===== config.mk =====
export PLATFORM = sky130hd
export DESIGN_NAME = sorted_array_list_engine_core
export DESIGN_NICKNAME = d
export VERILOG_FILES = /design/src/rtl/sale_pkg.sv /design/src/rtl/sale_check.sv /design/src/rtl/sorted_array_list_engine_core.sv
export SDC_FILE = /design/constraint.sdc
export NUM_CORES = 1
export LEC_CHECK = 0
export ABC_AREA = 1
export BUFFER_PORTS_ARGS = -buffer_cell sky130_fd_sc_hd__buf_4
export CORE_MARGIN = 2
export CORE_UTILIZATION = 23
export DETAILED_ROUTE_END_ITERATION = 16
export MAX_ROUTING_LAYER = met4
export SLEW_MARGIN = 20
export SYNTH_ARGS = -nofsm -noshare
export SYNTH_HDL_FRONTEND = slang
export SYNTH_SLANG_ARGS = --single-unit

===== constraint.sdc =====
create_clock -name clock -period 6.4 [get_ports clock]
set_clock_uncertainty 0.2 [all_clocks]
set_input_delay 1.28 -clock clock [delete_from_list [all_inputs] [get_ports clock]]
set_output_delay 1.28 -clock clock [all_outputs]
set_load 0.01 [all_outputs]

===== src/rtl/sale_pkg.sv =====
// Shared constants, command and status codes, and the check result type
// of the sorted array list engine. No dependencies.
`default_nettype none

package sale_pkg;

   // Geometry of the list storage.
   localparam int CAPACITY = 16;
   localparam int IDX_W    = $clog2(CAPACITY);
   localparam int LEN_W    = $clog2(CAPACITY + 1);

   // Fixed field widths of the command and response beats.
   localparam int CMD_W  = 3;
   localparam int POS_W  = 5;
   localparam int DATA_W = 32;
   localparam int STAT_W = 2;
   localparam int CNT_W  = 5;

   // Width used to compare a position against the fill level.
   localparam int CMP_W = (LEN_W > POS_W) ? LEN_W : POS_W;

   // Command codes.
   localparam logic [CMD_W-1:0] CMD_CLEAR  = 3'd0;
   localparam logic [CMD_W-1:0] CMD_APPEND = 3'd1;
   localparam logic [CMD_W-1:0] CMD_INS_AT = 3'd2;
   localparam logic [CMD_W-1:0] CMD_SORTED = 3'd3;
   localparam logic [CMD_W-1:0] CMD_REMOVE = 3'd4;
   localparam logic [CMD_W-1:0] CMD_READ   = 3'd5;
   localparam logic [CMD_W-1:0] CMD_WRITE  = 3'd6;

   // Status codes.
   localparam logic [STAT_W-1:0] STAT_OK    = 2'd0;
   localparam logic [STAT_W-1:0] STAT_FULL  = 2'd1;
   localparam logic [STAT_W-1:0] STAT_RANGE = 2'd2;

   // Outcome of the command check: the status, and whether the command
   // goes on to touch the list.
   typedef struct packed {
      logic [STAT_W-1:0] status;
      logic              go;
   } chk_type;

endpackage

`default_nettype wire


===== src/rtl/sale_check.sv =====
// Command check of the sorted array list engine: full list and position
// range tests against the current fill level. Depends on sale_pkg.
`default_nettype none

module sale_check (
   input  wire logic [sale_pkg::CMD_W-1:0] command,
   input  wire logic [sale_pkg::POS_W-1:0] position,
   input  wire logic [sale_pkg::LEN_W-1:0] length,
   output sale_pkg::chk_type               chk
);
   import sale_pkg::*;

   logic [CMP_W-1:0] pos_ext;
   logic [CMP_W-1:0] len_ext;
   logic             full;

   assign pos_ext = CMP_W'(position);
   assign len_ext = CMP_W'(length);
   assign full    = (length >= LEN_W'(CAPACITY));

   always_comb begin
      chk.status = STAT_OK;
      chk.go     = 1'b1;
      case (command)
         CMD_CLEAR: begin
            chk.go = 1'b1;
         end
         CMD_APPEND, CMD_SORTED: begin
            if (full) begin
               chk.status = STAT_FULL;
               chk.go     = 1'b0;
            end
         end
         CMD_INS_AT: begin
            // The full test takes precedence over the position test.
            if (full) begin
               chk.status = STAT_FULL;
               chk.go     = 1'b0;
            end else if (pos_ext > len_ext) begin
               chk.status = STAT_RANGE;
               chk.go     = 1'b0;
            end
         end
         CMD_REMOVE, CMD_READ, CMD_WRITE: begin
            if (pos_ext >= len_ext) begin
               chk.status = STAT_RANGE;
               chk.go     = 1'b0;
            end
         end
         default: begin
            chk.go = 1'b0;
         end
      endcase
   end

endmodule

`default_nettype wire


===== src/rtl/sorted_array_list_engine_core.sv =====
// Top level of the sorted array list engine: command sequencer around a
// single list memory. Depends on sale_pkg and sale_check.
`default_nettype none

// Channel     Ports                                              Handshake
// command     req_command, req_position, req_value               start / busy
// response    rsp_status, rsp_data_out, rsp_slot_used, rsp_count rsp_valid strobe
//
// Clear, append, write_at, error cases and the unused command answer from
// idle, as do an insert at the end of the list and a sorted insert into an
// empty list. Read_at passes through the first-read state. Remove_at, any
// other insert_at and a sorted insert into a non-empty list walk the list
// memory one entry per cycle through its single read port and single write
// port. Reset clears the sequencer, the fill level and the response strobe;
// the list contents are undefined until written. The response is a one-cycle
// strobe that the receiver cannot stall, and a new command may start in the
// same cycle that the previous response is shown.

module sorted_array_list_engine_core (
   input  wire logic                                clock,
   input  wire logic                                reset,
   input  wire logic                                start,
   output logic                                     busy,
   input  wire logic        [sale_pkg::CMD_W-1:0]   req_command,
   input  wire logic        [sale_pkg::POS_W-1:0]   req_position,
   input  wire logic signed [sale_pkg::DATA_W-1:0]  req_value,
   output logic                                     rsp_valid,
   output logic             [sale_pkg::STAT_W-1:0]  rsp_status,
   output logic signed      [sale_pkg::DATA_W-1:0]  rsp_data_out,
   output logic             [sale_pkg::POS_W-1:0]   rsp_slot_used,
   output logic             [sale_pkg::CNT_W-1:0]   rsp_count
);
   import sale_pkg::*;

   // Sequencer states.
   localparam logic [2:0] S_IDLE  = 3'd0;  // waiting for a command
   localparam logic [2:0] S_FIRST = 3'd1;  // read data of the target slot arrives
   localparam logic [2:0] S_DOWN  = 3'd2;  // remove: shift entries down by one
   localparam logic [2:0] S_UP    = 3'd3;  // insert: search and ripple entries up
   localparam logic [2:0] S_TAIL  = 3'd4;  // insert: write the last carried word

   // List storage: one write port and one registered read port.
   logic signed [DATA_W-1:0] entry_ram_ff [CAPACITY];
   logic signed [DATA_W-1:0] rd_data_ff;
   logic                     mem_we;
   logic [IDX_W-1:0]         mem_waddr;
   logic signed [DATA_W-1:0] mem_wdata;
   logic                     mem_re;
   logic [IDX_W-1:0]         mem_raddr;

   // Control state.
   logic [2:0]       state_ff, state_in;
   logic [LEN_W-1:0] length_ff, length_in;

   // Per-command working registers.
   logic [CMD_W-1:0]         cmd_ff, cmd_in;
   logic signed [DATA_W-1:0] val_ff, val_in;
   logic [LEN_W-1:0]         idx_ff, idx_in;
   logic [LEN_W-1:0]         slot_ff, slot_in;
   logic signed [DATA_W-1:0] carry_ff, carry_in;
   logic signed [DATA_W-1:0] data_ff, data_in;
   logic                     found_ff, found_in;

   // Response registers.
   logic                     rsp_valid_ff, rsp_valid_in;
   logic [STAT_W-1:0]        rsp_status_ff, rsp_status_in;
   logic signed [DATA_W-1:0] rsp_data_ff, rsp_data_in;
   logic [POS_W-1:0]         rsp_slot_ff, rsp_slot_in;
   logic [CNT_W-1:0]         rsp_count_ff, rsp_count_in;

   // Helpers.
   chk_type          chk;
   logic [LEN_W-1:0] pos_len;
   logic [LEN_W-1:0] start_idx;
   logic [LEN_W-1:0] idx_nxt;
   logic [LEN_W-1:0] idx_prv;
   logic [LEN_W-1:0] len_inc;
   logic [LEN_W-1:0] len_dec;
   logic             greater;

   sale_check u_check (
      .command  (req_command),
      .position (req_position),
      .length   (length_ff),
      .chk      (chk)
   );

   // A position that passed the check is no larger than the fill level,
   // so it fits the length width.
   assign pos_len   = LEN_W'(req_position);
   assign start_idx = (req_command == CMD_SORTED) ? '0 : pos_len;
   assign idx_nxt   = idx_ff + LEN_W'(1);
   assign idx_prv   = idx_ff - LEN_W'(1);
   assign len_inc   = length_ff + LEN_W'(1);
   assign len_dec   = length_ff - LEN_W'(1);
   assign greater   = (rd_data_ff > val_ff);

   assign busy          = (state_ff != S_IDLE);
   assign rsp_valid     = rsp_valid_ff;
   assign rsp_status    = rsp_status_ff;
   assign rsp_data_out  = rsp_data_ff;
   assign rsp_slot_used = rsp_slot_ff;
   assign rsp_count     = rsp_count_ff;

   // Sequencer. Every walk reads one slot and writes a different slot in
   // the same cycle (the slot below on the way down, the slot just read
   // on the way up), so a read never meets a write to the same entry and
   // no forwarding is needed.
   always_comb begin
      state_in      = state_ff;
      length_in     = length_ff;
      cmd_in        = cmd_ff;
      val_in        = val_ff;
      idx_in        = idx_ff;
      slot_in       = slot_ff;
      carry_in      = carry_ff;
      data_in       = data_ff;
      found_in      = found_ff;
      rsp_valid_in  = 1'b0;
      rsp_status_in = rsp_status_ff;
      rsp_data_in   = rsp_data_ff;
      rsp_slot_in   = rsp_slot_ff;
      rsp_count_in  = rsp_count_ff;
      mem_we        = 1'b0;
      mem_waddr     = '0;
      mem_wdata     = '0;
      mem_re        = 1'b0;
      mem_raddr     = '0;

      case (state_ff)
         S_IDLE: begin
            if (start) begin
               cmd_in  = req_command;
               val_in  = req_value;
               slot_in = start_idx;
               if (!chk.go) begin
                  // Errors and the unused command leave the list alone.
                  rsp_valid_in  = 1'b1;
                  rsp_status_in = chk.status;
                  rsp_data_in   = '0;
                  rsp_slot_in   = '0;
                  rsp_count_in  = CNT_W'(length_ff);
               end else begin
                  case (req_command)
                     CMD_CLEAR: begin
                        length_in     = '0;
                        rsp_valid_in  = 1'b1;
                        rsp_status_in = STAT_OK;
                        rsp_data_in   = '0;
                        rsp_slot_in   = '0;
                        rsp_count_in  = '0;
                     end
                     CMD_APPEND: begin
                        mem_we        = 1'b1;
                        mem_waddr     = length_ff[IDX_W-1:0];
                        mem_wdata     = req_value;
                        length_in     = len_inc;
                        rsp_valid_in  = 1'b1;
                        rsp_status_in = STAT_OK;
                        rsp_data_in   = '0;
                        rsp_slot_in   = POS_W'(length_ff);
                        rsp_count_in  = CNT_W'(len_inc);
                     end
                     CMD_WRITE: begin
                        mem_we        = 1'b1;
                        mem_waddr     = pos_len[IDX_W-1:0];
                        mem_wdata     = req_value;
                        rsp_valid_in  = 1'b1;
                        rsp_status_in = STAT_OK;
                        rsp_data_in   = '0;
                        rsp_slot_in   = req_position;
                        rsp_count_in  = CNT_W'(length_ff);
                     end
                     CMD_READ, CMD_REMOVE: begin
                        mem_re    = 1'b1;
                        mem_raddr = pos_len[IDX_W-1:0];
                        idx_in    = pos_len;
                        state_in  = S_FIRST;
                     end
                     CMD_INS_AT, CMD_SORTED: begin
                        if (start_idx == length_ff) begin
                           // Nothing above the slot: place the word directly.
                           mem_we        = 1'b1;
                           mem_waddr     = start_idx[IDX_W-1:0];
                           mem_wdata     = req_value;
                           length_in     = len_inc;
                           rsp_valid_in  = 1'b1;
                           rsp_status_in = STAT_OK;
                           rsp_data_in   = '0;
                           rsp_slot_in   = POS_W'(start_idx);
                           rsp_count_in  = CNT_W'(len_inc);
                        end else begin
                           // A positioned insert has its slot already; a sorted
                           // insert still searches for the first larger entry.
                           mem_re    = 1'b1;
                           mem_raddr = start_idx[IDX_W-1:0];
                           idx_in    = start_idx;
                           carry_in  = req_value;
                           found_in  = (req_command == CMD_INS_AT);
                           state_in  = S_UP;
                        end
                     end
                     default: begin
                        rsp_valid_in  = 1'b1;
                        rsp_status_in = STAT_OK;
                        rsp_data_in   = '0;
                        rsp_slot_in   = '0;
                        rsp_count_in  = CNT_W'(length_ff);
                     end
                  endcase
               end
            end
         end

         S_FIRST: begin
            data_in = rd_data_ff;
            if (cmd_ff == CMD_READ) begin
               rsp_valid_in  = 1'b1;
               rsp_status_in = STAT_OK;
               rsp_data_in   = rd_data_ff;
               rsp_slot_in   = POS_W'(idx_ff);
               rsp_count_in  = CNT_W'(length_ff);
               state_in      = S_IDLE;
            end else if (idx_nxt == length_ff) begin
               // Removing the last entry needs no shift.
               length_in     = len_dec;
               rsp_valid_in  = 1'b1;
               rsp_status_in = STAT_OK;
               rsp_data_in   = rd_data_ff;
               rsp_slot_in   = POS_W'(idx_ff);
               rsp_count_in  = CNT_W'(len_dec);
               state_in      = S_IDLE;
            end else begin
               mem_re    = 1'b1;
               mem_raddr = idx_nxt[IDX_W-1:0];
               idx_in    = idx_nxt;
               state_in  = S_DOWN;
            end
         end

         S_DOWN: begin
            // The entry read last cycle moves one slot down.
            mem_we    = 1'b1;
            mem_waddr = idx_prv[IDX_W-1:0];
            mem_wdata = rd_data_ff;
            if (idx_nxt == length_ff) begin
               length_in     = len_dec;
               rsp_valid_in  = 1'b1;
               rsp_status_in = STAT_OK;
               rsp_data_in   = data_ff;
               rsp_slot_in   = POS_W'(slot_ff);
               rsp_count_in  = CNT_W'(len_dec);
               state_in      = S_IDLE;
            end else begin
               mem_re    = 1'b1;
               mem_raddr = idx_nxt[IDX_W-1:0];
               idx_in    = idx_nxt;
            end
         end

         S_UP: begin
            // Once the slot is known, each entry is replaced by the word
            // carried from below and its old value is carried on upward.
            if (found_ff || greater) begin
               mem_we    = 1'b1;
               mem_waddr = idx_ff[IDX_W-1:0];
               mem_wdata = carry_ff;
               carry_in  = rd_data_ff;
               if (!found_ff) begin
                  found_in = 1'b1;
                  slot_in  = idx_ff;
               end
            end
            idx_in = idx_nxt;
            if (idx_nxt == length_ff) begin
               state_in = S_TAIL;
            end else begin
               mem_re    = 1'b1;
               mem_raddr = idx_nxt[IDX_W-1:0];
            end
         end

         S_TAIL: begin
            // The carried word lands in the new top slot. If the search found
            // no larger entry, the carried word is the new value itself.
            mem_we        = 1'b1;
            mem_waddr     = length_ff[IDX_W-1:0];
            mem_wdata     = carry_ff;
            length_in     = len_inc;
            rsp_valid_in  = 1'b1;
            rsp_status_in = STAT_OK;
            rsp_data_in   = '0;
            rsp_slot_in   = found_ff ? POS_W'(slot_ff) : POS_W'(length_ff);
            rsp_count_in  = CNT_W'(len_inc);
            state_in      = S_IDLE;
         end

         default: begin
            state_in = S_IDLE;
         end
      endcase
   end

   // Control registers.
   always_ff @(posedge clock) begin
      if (reset) begin
         state_ff     <= S_IDLE;
         length_ff    <= '0;
         rsp_valid_ff <= 1'b0;
      end else begin
         state_ff     <= state_in;
         length_ff    <= length_in;
         rsp_valid_ff <= rsp_valid_in;
      end
   end

   // Working and response payload registers.
   always_ff @(posedge clock) begin
      cmd_ff        <= cmd_in;
      val_ff        <= val_in;
      idx_ff        <= idx_in;
      slot_ff       <= slot_in;
      carry_ff      <= carry_in;
      data_ff       <= data_in;
      found_ff      <= found_in;
      rsp_status_ff <= rsp_status_in;
      rsp_data_ff   <= rsp_data_in;
      rsp_slot_ff   <= rsp_slot_in;
      rsp_count_ff  <= rsp_count_in;
   end

   // List memory.
   always_ff @(posedge clock) begin
      if (mem_we) begin
         entry_ram_ff[mem_waddr] <= mem_wdata;
      end
   end

   always_ff @(posedge clock) begin
      if (mem_re) begin
         rd_data_ff <= entry_ram_ff[mem_raddr];
      end
   end

endmodule

`default_nettype wire


==> impl_metrics.csv <==
group,metric,value,unit
status,status,"completed",
clock_tree,cts_buffers,67,
worst_hold_path,hold_path_depth,2,
clock_tree,ctsHoldBuffers,0,
synth,ys_seq_area_frac,0.6854,
synth,synth_nets,2831,
clock_tree,clock_latency,630,ps
power,ir_worst_vdd,164.1,uV
setup_path,rr_endpoint,"entry_ram_ff[4][10]",
timing,tightest_slew,1053,ps
setup_path,cp_max_fo,20,
timing,relSlewSlack,0.2903,
drt,postRouteAntennaNets,0,
worst_hold_path,hold_path_end,"rsp_data_out[7]",
setup_path,crit_path_end_kind,"flop",
drt,drc,0,
final_layout,fin_cells,4618,
grt,grt-ovfl-total,0,
floorplan,die_w,370.2,um
synth,synth-edff-count,698,
synth,synthDistinctLibCells,44,
setup_path,rr_startpoint,"rd_data_ff[17]",
synth,ys_ff_latch,707,
floorplan,die_h,370.2,um
floorplan,initial_core_util,0.2314,
timing,finalSetupTns,0,ps
place,portBuffers,88,
power,p_leak,13.24,nW
grt,grt_pass1_wl,130.6,mm
setup_path,r2r_cells,14,
synth,netlist.area_leader.share,0.6796,
floorplan,rows,134,
clock_tree,cts_resized,0,
synth,yosysTopAreaCell,"edfxtp_1",
power,power.density,278.4,mW/mm^2
drt,drt_first_pass_iters,6,
final_layout,area_delta_synth_final,16.10,%
synth,avgSynthCellArea,11.23,um^2
clock_tree,cts.sinks,707,
setup_path,r2r_slack,1500,ps
drt,via_per_inst,4.629,
clock_tree,cts_buffer_depth,3,
drt,drt_iter0_drc,2266,
drt,wl_per_cell,18.66,um
grt,antenna_found_initial,0,
flow_run,maxCapViolCount,0,
timing,max_freq,204.0,MHz
grt,grt_pass1_vias,20690,
synth,synth_area,0.03084,mm^2
clock_tree,cts_tree,"done",
final_layout,nets,2882,
setup_path,arrival,5020,ps
synth,synth_cells,2746,
timing,rsz0062_at_grt,"no",
grt,track_usage,0.1273,
setup_path,start_kind,"flop",
drt,wirelength,86.18,mm
final_layout,final_common_cell,"edfxtp_1",
synth,synth_warnings,0,
grt,grt_max_degree,141,
timing,whs,326.0,ps
floorplan,die_area,0.1370,mm^2
timing,finalSetupViolations,0,
final_layout,n_antenna_cell,0,
setup_path,cp_slowest_cell,"o21ai_0",
clock_tree,cts_root_buf,"clkbuf_16",
floorplan,design.core.area,0.1333,mm^2
drt,vias,21380,
synth,synthFlopType,"edfxtp_1",
setup_path,required,6520,ps
timing,slew_violations,0,
clock_tree,cts_setup_buffers,0,
floorplan,pin_count,89,
worst_hold_path,hp-class,"reg -> reg",
setup_path,cp.buffers_inverters,1,
worst_hold_path,hp-start,"data_ff[7]",
setup_path,crit_path_cell_trace,"ha_1 -> a21oi_1 -> o21ai_0 -> nand2_1 -> a21oi_1 -> nor2_1 -> nand3b_1 -> nand2_1 -> nand2_1 -> nand2_1 -> a21oi_1 -> nand2_1 -> nor2_4 -> buf_4",
place,gp_congestion,0.9209,
timing,fin_crit_sh,0.7658,
final_layout,mostFrequentLayoutCells,"edfxtp_1 (698), nand2_1 (689), nand3_1 (670), buf_4 (132), inv_1 (129)",
synth,ys_async_sr_fraction,0,
place,placed_cells,4496,
setup_path,max_stage_delay,810,ps
timing,fin_crit,4901,ps
setup_path,cp_top_family,"simple AND/OR/NAND/NOR gates",
clock_tree,clk_pin_slew_worst_paths,60,ps
setup_path,crit_top_cell,"nand2_1",
final_layout,drive_above_1_share,0.1018,
setup_path,path_class,"reg -> reg",
place,hpwlAfterDp,50.79,mm
timing,finalHoldViolations,0,
synth,synth_top_cells_by_area,"edfxtp_1 (68%), nand3_1 (11%), nand2_1 (8.4%)",
clock_tree,htreeDepth,3,
==> metrics by stage <==
step	worst slack (ps)	total power, mW	area (um^2)	util
6_report	1499	9.969	35810	0.2686
5_1_grt	1217	10.29	35810	0.2686
4_1_cts	1420	10.05	35810	0.2686
3_5_place_dp	1137	6.139	33690	0.2528
3_3_place_gp	1213	6.133	33690	0.2528
2_1_floorplan	1339	5.808	30840	-
==> sequential cells by signal, indices dropped and copies added, names as in the netlist, 3 cells and up <==
signal and count:
entry_ram_ff 512, carry_ff 32, data_ff 32, rd_data_ff 32, rsp_data_out 32, val_ff 32, idx_ff 5, length_ff 5
rsp_count 5, rsp_slot_used 5, slot_ff 5, cmd_ff 3, state_ff 3
==> worst min-delay path, cell delays in order, from the launching register on <==
cell and delay [ps]:
edfxtp_1 320, nand2_1 50, o21ai_0 50
==> kinds of logic (layout without fill, tap and decap cells) <==
logic type	count (synthesis)	in the layout	synth area share
AOI/OAI and AO/OA	216	216	0.04272
and+or+nand+nor	1464	1464	0.2083
buffers and inverters	308	412	0.04394
adders and majority gates	42	42	0.01704
DFF	707	707	0.6854
xor gates and xnor gates	9	9	0.002556
==> cell usage after synthesis, drive strengths merged, types with 2 or more instances <==
library cell and n:
edfxtp 698, nand2 698, nand3 673, inv 140
buf 107, o21ai 99, nor2 81, clkbuf 56
ha 42, a21oi 40, a22oi 32, o211ai 11
dfxtp 9, xor2 8, o21bai 6, a221oi 5
clkinv 5, nand4 5, o22ai 5, nor3 4
o2111ai 4, a211oi 3, o221ai 3, o31ai 3
a32o 2, o21a 2
==> layer usage <==
metal  up-vias  GRT usage  routed length (um)
li1       9861          -                   -
met1     10580     0.1610               36030
met2       813     0.2117               42670
met3       122    0.01876                5667
met4         0    0.03463                1810
met5         -          -                   0
==> worst max path at each step <==
stage	startpoint	endpoint	slack (ps)	cells past startpoint
final	rd_data_ff[17]	entry_ram_ff[4][10]	1500	14
after global placement	req_position[4]	entry_ram_ff[4][8]	1210	18
after floorplan	req_position[4]	entry_ram_ff[10][0]	1340	17
after detailed placement	req_position[4]	entry_ram_ff[4][11]	1140	18
after CTS	rd_data_ff[17]	entry_ram_ff[4][10]	1420	14
after global routing	rd_data_ff[19]	entry_ram_ff[4][10]	1220	14
==> where the power goes <==
| group | internal [mW] | switching [mW] |
|---|---|---|
| clock network | 2.19 | 1.74 |
| registers | 5.21 | 0.0635 |
| logic | 0.233 | 0.535 |
==> cell type report <==
class	instances	area [um^2]
clock buffer	92	1834
clock inverter	30	280.3
fill	13790	97480
inverter	145	544.3
multi-input combinational	1731	8546
sequential	707	21140
tap	1768	2212
timing repair buffer	145	1251
(Power assumes the default switching activity.)
